===== config.mk =====
export PLATFORM = sky130hd
export DESIGN_NAME = pnf_div
export DESIGN_NICKNAME = d
export VERILOG_FILES = /design/src/hw/rtl/pnf_div.sv
export SDC_FILE = /design/constraint.sdc
export NUM_CORES = 1
export LEC_CHECK = 0
export ABC_AREA = 0
export BUFFER_PORTS_ARGS = -buffer_cell sky130_fd_sc_hd__buf_2
export CORE_MARGIN = 2
export CORE_UTILIZATION = 56
export DETAILED_ROUTE_END_ITERATION = 10
export PLACE_DENSITY = 0.84
export SYNTH_ARGS = -nofsm -noshare
export SYNTH_HDL_FRONTEND = slang
export SYNTH_SLANG_ARGS = --single-unit

===== constraint.sdc =====
create_clock -name clock -period 11.8 [get_ports clock]
set_clock_uncertainty 0.2 [all_clocks]
set_input_delay 0.59 -clock clock [delete_from_list [all_inputs] [get_ports clock]]
set_output_delay 0.59 -clock clock [all_outputs]
set_load 0.02 [all_outputs]

===== src/hw/rtl/pnf_div.sv =====
module pnf_div #(
   parameter int SUM_W = 40,
   parameter int TOT_W = 20,
   parameter int Q_W   = 19
) (
   input  logic                    clock,
   input  logic                    reset,
   input  logic                    start,
   input  logic signed [SUM_W-1:0] dividend,
   input  logic        [TOT_W-1:0] divisor,
   output logic                    done,
   output logic signed [Q_W:0]     quotient
);

   localparam int DV_W = TOT_W + Q_W;
   localparam int CW   = $clog2(Q_W);

   logic            busy_ff;
   logic            done_ff;
   logic [CW-1:0]   cnt_ff;
   logic [DV_W-1:0] rem_ff;
   logic [DV_W-1:0] den_ff;
   logic [Q_W-1:0]  quo_ff;
   logic            neg_ff;

   logic [SUM_W-1:0] mag;
   logic             fit;
   logic [DV_W-1:0]  rem_in;

   always_comb begin
      mag    = dividend[SUM_W-1] ? SUM_W'(-dividend) : SUM_W'(dividend);
      fit    = rem_ff >= den_ff;
      rem_in = fit ? rem_ff - den_ff : rem_ff;
   end

   always_ff @(posedge clock) begin
      if (reset) begin
         busy_ff <= 1'b0;
         done_ff <= 1'b0;
      end else begin
         done_ff <= 1'b0;
         if (start) begin
            busy_ff <= 1'b1;
         end else if (busy_ff && cnt_ff == '0) begin
            busy_ff <= 1'b0;
            done_ff <= 1'b1;
         end
      end
   end

   always_ff @(posedge clock) begin
      if (start) begin
         cnt_ff <= CW'(Q_W - 1);
         rem_ff <= DV_W'(mag);
         den_ff <= DV_W'(divisor) << (Q_W - 1);
         neg_ff <= dividend[SUM_W-1];
      end else if (busy_ff) begin
         cnt_ff <= cnt_ff - 1'b1;
         rem_ff <= rem_in;
         den_ff <= den_ff >> 1;
         quo_ff <= {quo_ff[Q_W-2:0], fit};
      end
   end

   assign done     = done_ff;
   assign quotient = neg_ff ? -signed'({1'b0, quo_ff}) : signed'({1'b0, quo_ff});

`ifndef SYNTHESIS
   a_no_restart: assert property (@(posedge clock) disable iff (reset)
      start |-> !busy_ff)
      else $error("divider restarted while busy");
`endif

endmodule


After elaboration in Yosys (flattened, before gate mapping). Index checks and enable logic that the tools add are counted.

Shift-type cells: 0. Div/mod/pow operators: 0. Bitwise logic cells: 1. Reductions and logical operators: 8. Add/sub/neg operators: 4. $lt $le $gt $ge: 1. Multipliers: 0. Equal/unequal tests: 0. Muxes and demuxes: 10.

Operator list (number): 39-bit two-way mux (4); 38-bit two-way mux (2); 39-bit by 38-bit >= comparator with 1-bit output (1); 39-bit negation (1); 39-bit by 38-bit subtractor with 39-bit output (1); 20-bit two-way mux (1); 19-bit negation with 20-bit output (1); 2-bit nonzero test (3); 5-bit zero test (1); 5-bit by 1-bit subtractor with 5-bit output, second input constant (1); 2-bit AND reduction (2); 1-bit two-way mux (3); 2-bit OR reduction (1); 1-bit logical AND (1); 1-bit inverter (1).

Flip-flop bits (word level): 104. ROM bits: 0. Bits of input ports: 63. Memory bits (writable): 0. Word-level logic and storage cells: 32. Bits in latches: 0. Output and inout bits: 21. Memories kept: 0.

Longest topological paths before layout.
Word-level depth: 4. Mapped depth: 12. Mapped depth without buffers: 12.

Worst setup path after synthesis. Ideal clock, no wire load.

Path type: reg2reg. Start point: register rem_ff[11]. End point: register rem_ff[0], enable pin. Setup slack: 6684 ps. Arrival time: 4467 ps. Cell stages (with the launch flop): 11. Setup time: 448 ps. Cells stage by stage: edfxtp_1 > ha_1 > clkbuf_1 > nand3_1 > or3_1 > o211ai_1 > or2_2 > o211ai_1 > a2111oi_0 > o21ai_0 > a21oi_1.

Longest elaborated chain between the ends: 3.

RTL lines: from (decl) (line 21) `logic [DV_W-1:0] rem_ff;`; from (signal assigned) (line 54) `rem_ff <= DV_W'(mag);`; from (signal assigned) (line 59) `rem_ff <= rem_in;`; 39-bit by 38-bit >= comparator with 1-bit output (line 32) `fit = rem_ff >= den_ff;`; 2-bit nonzero test (no source line); 2-bit AND reduction (no source line).

Every way passes these cells. A chain may end at the register's enable or synchronous reset.

Final worst setup path.
Start point: register den_ff[10]. End point: register rem_ff[9], enable pin.

Longest elaborated chain between the ends: 3.

RTL lines: from (decl) (line 22) `logic [DV_W-1:0] den_ff;`; from (signal assigned) (line 55) `den_ff <= DV_W'(divisor) << (Q_W - 1);`; from (signal assigned) (line 60) `den_ff <= den_ff >> 1;`; 39-bit by 38-bit >= comparator with 1-bit output (line 32); 2-bit nonzero test (no source line); 2-bit AND reduction (no source line).

Every way passes these cells.

==> out/summary.md <==
The run finished with clean final reports. The number of I/O port buffers is 83. Count of flip-flops with a built-in enable after synthesis: 79.

Setup slack on the critical path of the routed design comes to 7.53 ns. Number of slew-limit violations in the final report: 0. The H-tree was split into 3 levels. 84 I/O pins were placed.

The most numerous cell type found on the critical path is o211ai_1. The share of flip-flops with an asynchronous set or reset is 0. The critical path goes through inv_1 -> ha_1 -> nand3_1 -> or3_1 -> o211ai_1 -> or2_2 -> o211ai_1 -> a2111oi_0 -> o21ai_0 -> a21oi_4 -> buf_4.

The worst-case IR drop observed on VDD is 0.000113 V. The routed design has 17200 microns of wire. The largest single stage delay on the critical path is 0.71 ns. Dividing total power by cell area gives a power density of 204 nW/um^2.

The tools report the final weighted congestion of routability-driven global placement as 0.928. The horizontal extent of the die works out to 119 microns. The number of fill cells in the layout is 1076, and the total of max-cap violations is 0. The net switching power is 0.000672 W. The synthesis-stage register bit count was 104; the overall overflow remaining after global route was 0. The clock latency on the worst-skew pair came out at 0.36 ns.

In the post-synthesis netlist, the biggest area contributors are edfxtp_1, xnor2_1, ha_1. The logs give 0 for the hold-fix buffer count after cts and 42 for the site row count. For the number of endpoints with negative hold slack in the final report, the log shows 0.

The proportion of power drawn by combinational gates is 0.502, and the share of the cycle needed by the critical path after routing is 0.362. The logs give 0.248 for the total global routing track utilization and 973 for the final-stage net count. The post-synthesis average cell area was 9.15 sq um.

Setup violations remaining at the end of the flow were counted as 0. For the initial core utilization, the log shows 0.568. The logs give 0 ns for the setup TNS and 7670 microns for the routed length on met2. The total buffers and inverters traversed by the critical path is 2, and the detailed-route vias per instance is 5.95. The highest metal layer used by the detailed router is met4.

The half-perimeter wire length after detailed placement was 12700 microns. Tracing the worst setup path back leads to its startpoint at den_ff[10]. The initial antenna violation count was 1; the first-pass GRT wire length was 28500 microns.

Setup slack on the worst reg-to-reg path comes out at 7.53 ns. By instance count, the leading cell after synthesis is edfxtp_1. In the detailed route, the total length drawn on met3 is 1120 microns. The sequential fraction of design power is 0.318, and the transition time at the pin with the least slew margin is 0.943 ns. The number of warnings reported in the yosys synthesis log came out at 0. Class of the most critical hold timing path: in -> reg.

Via count of the first global-routing pass: 5886. The cell depth of the worst hold path came out at 2. TritonCTS built the clock tree. The tightest slew margin relative to the limit came out at 0.370. Counting along the longest clock path gives a buffer depth of 2. Measured along the y axis, the die boundary spans 119 microns.

The number of routed nets with antenna violations is 0. The proportion of netlist area held by the largest area contributor works out to 0.319. The number of vias in the routed layout was 6249.

STA classifies the critical path startpoint as a flop. The fraction of layout instances using a drive strength above 1 came out at 0.128. The worst setup path is captured at a flop. The layout overhead on the synthesized area was 11.0%; the clock network fraction of total power was 0.180.

Setup repair after global routing left no endpoint under its margin. The register area share after synthesis was 0.387; the post-CTS resize count was 0. Area of the mapped netlist: 7430 sq um. The startpoint of the lowest-slack register-to-register path is den_ff[10]. CTS saw 104 sinks.

The initial detailed-routing violation count was 536. The clock-pin transition on the worst setup and hold timing paths was 0.07 ns; the leakage power was 3.23 nW. The die covers 14200 sq um.

The routed metal-1 wire length is 7870 microns. The logs give 7.55 ns for the post-placement setup slack and 234 MHz for the maximum clock rate. The first TritonRoute pass finished after 5 iterations.

Terminus of the critical flop-to-flop path: rem_ff[9]. The root buffer cell chosen for the clock tree is clkbuf_16. The tools report the post-synthesis cell count as 812.

edfxtp_1 takes more of the synthesized area than any other cell. Ranked by instance count, the synthesized netlist is headed by edfxtp_1, nand2_1, nor2_1. In this run the standard cell core region covers 13100 sq um.

Logic depth of the worst path, buffers included: 11. The tools report the launch point of the worst hold path as reset. In the final routed layout, each cell accounts on average for 16.4 microns. Total clock buffers created by CTS: 9. Path type of the worst setup path: reg -> reg.

Among all stages on the critical path, the largest delay is contributed by a2111oi_0. Data arrives at the worst endpoint at 4.08 ns. The worst path in the final design needs a cycle of 4.27 ns, including I/O delays and setup. The run gives 0.630 as the share of the core filled with cells in the final layout. The highest net fanout along the worst path is 30. The path with the worst hold slack has its endpoint at done. The worst path required time is 11.61 ns.

The number of distinct library cells after synthesis was 60; the logic depth of the worst register-to-register path was 11. DRC violations left: 0. The critical path's top delay family is compound AO/OA/AOI/OAI gates. Once the clock tree was built, the setup fixing pass inserted 0 buffers. The proportion of total power due to net switching was 0.400. The flip-flop cell with the highest count after synthesis is edfxtp_1. Entering global routing, the biggest net connects 70 pins. The internal portion of the total power is 0.00101 W. The number of nets in the synthesized netlist is 917.
==> worst max-delay path by stage <==
stage / to / slack [ns]
after CTS: rem_ff[9] / 7.54
after floorplan: rem_ff[0] / 6.68
after detailed placement: rem_ff[7] / 7.55
after global placement: rem_ff[15] / 7.70
final: rem_ff[9] / 7.53
after global routing: rem_ff[6] / 7.17
==> stage by stage <==
stage / instance area (sq um) / instances / power, W / hold WS [ns]
finish: 8250 / 1050 / 0.00168 / 0.209
global route: 8250 / 1050 / 0.00180 / 0.205
CTS: 8250 / 1049 / 0.00167 / 0.204
detailed placement: 7950 / 1033 / 0.00137 / 0.279
global placement: 7950 / 1033 / 0.00135 / 0.264
floorplan: 7430 / 812 / 0.00118 / 0.241
==> logic make-up (layout without fill, tap and decap cells) <==
| group | after synthesis | count (layout) | share of synthesized area |
|---|---|---|---|
| flip-flops | 104 | 104 | 0.387 |
| buffers and inverters | 94 | 155 | 0.0480 |
| multiplexers | 22 | 22 | 0.0298 |
| adder cells (fa/ha/maj) | 42 | 42 | 0.0717 |
| XOR/XNOR | 85 | 85 | 0.100 |
| other | 0 | 1 | 0 |
| AO/OA/AOI/OAI | 236 | 236 | 0.212 |
| AND/OR/NAND/NOR | 229 | 229 | 0.151 |
==> layer usage <==
layer,vias up,GRT usage
met5,-,0
met4,0,0.100
met3,38,0.0441
met2,213,0.380
met1,2919,0.348
li1,3079,-
==> sequential cells by signal (all words and copies together), names as in the netlist <==
name,count
den_ff,38
busy_ff,1
rem_ff,39
done,1
neg_ff,1
quo_ff,19
cnt_ff,5
==> layout by cell type, fill, tap and decap left out, drive strengths merged, types with 11 or more instances in the layout <==
cell    count
nor2       62
edfxtp     79
buf        86
clkbuf     12
dfxtp      25
or4        12
xor2       26
o21ai      61
nand2b     11
nand2      70
ha         41
a21oi      55
mux2i      21
inv        53
o31ai      21
nor3       12
a22o       19
xnor2      59
a21o       28
==> area by class of cell <==
type	instances	area (sq um)	share of cell area
well taps	176	220	0.0267
multi-input cells	614	4220	0.512
flip-flops and latches	104	2870	0.348
repair buffers	86	440	0.0534
clock inverters	4	56.3	0.00683
diodes	1	2.50	0.000303
inverters	53	199	0.0241
clock buffers	12	236	0.0287
==> power by group through the flow <==
stage | Clock, W | Combinational (W) | Sequential [W]
detailed placement | 0 | 0.000825 | 0.000541
CTS | 0.000306 | 0.000830 | 0.000534
finish | 0.000303 | 0.000843 | 0.000534
floorplan | 0 | 0.000644 | 0.000531
global route | 0.000320 | 0.000936 | 0.000542
global placement | 0 | 0.000813 | 0.000538
(Power assumes the default switching activity.)
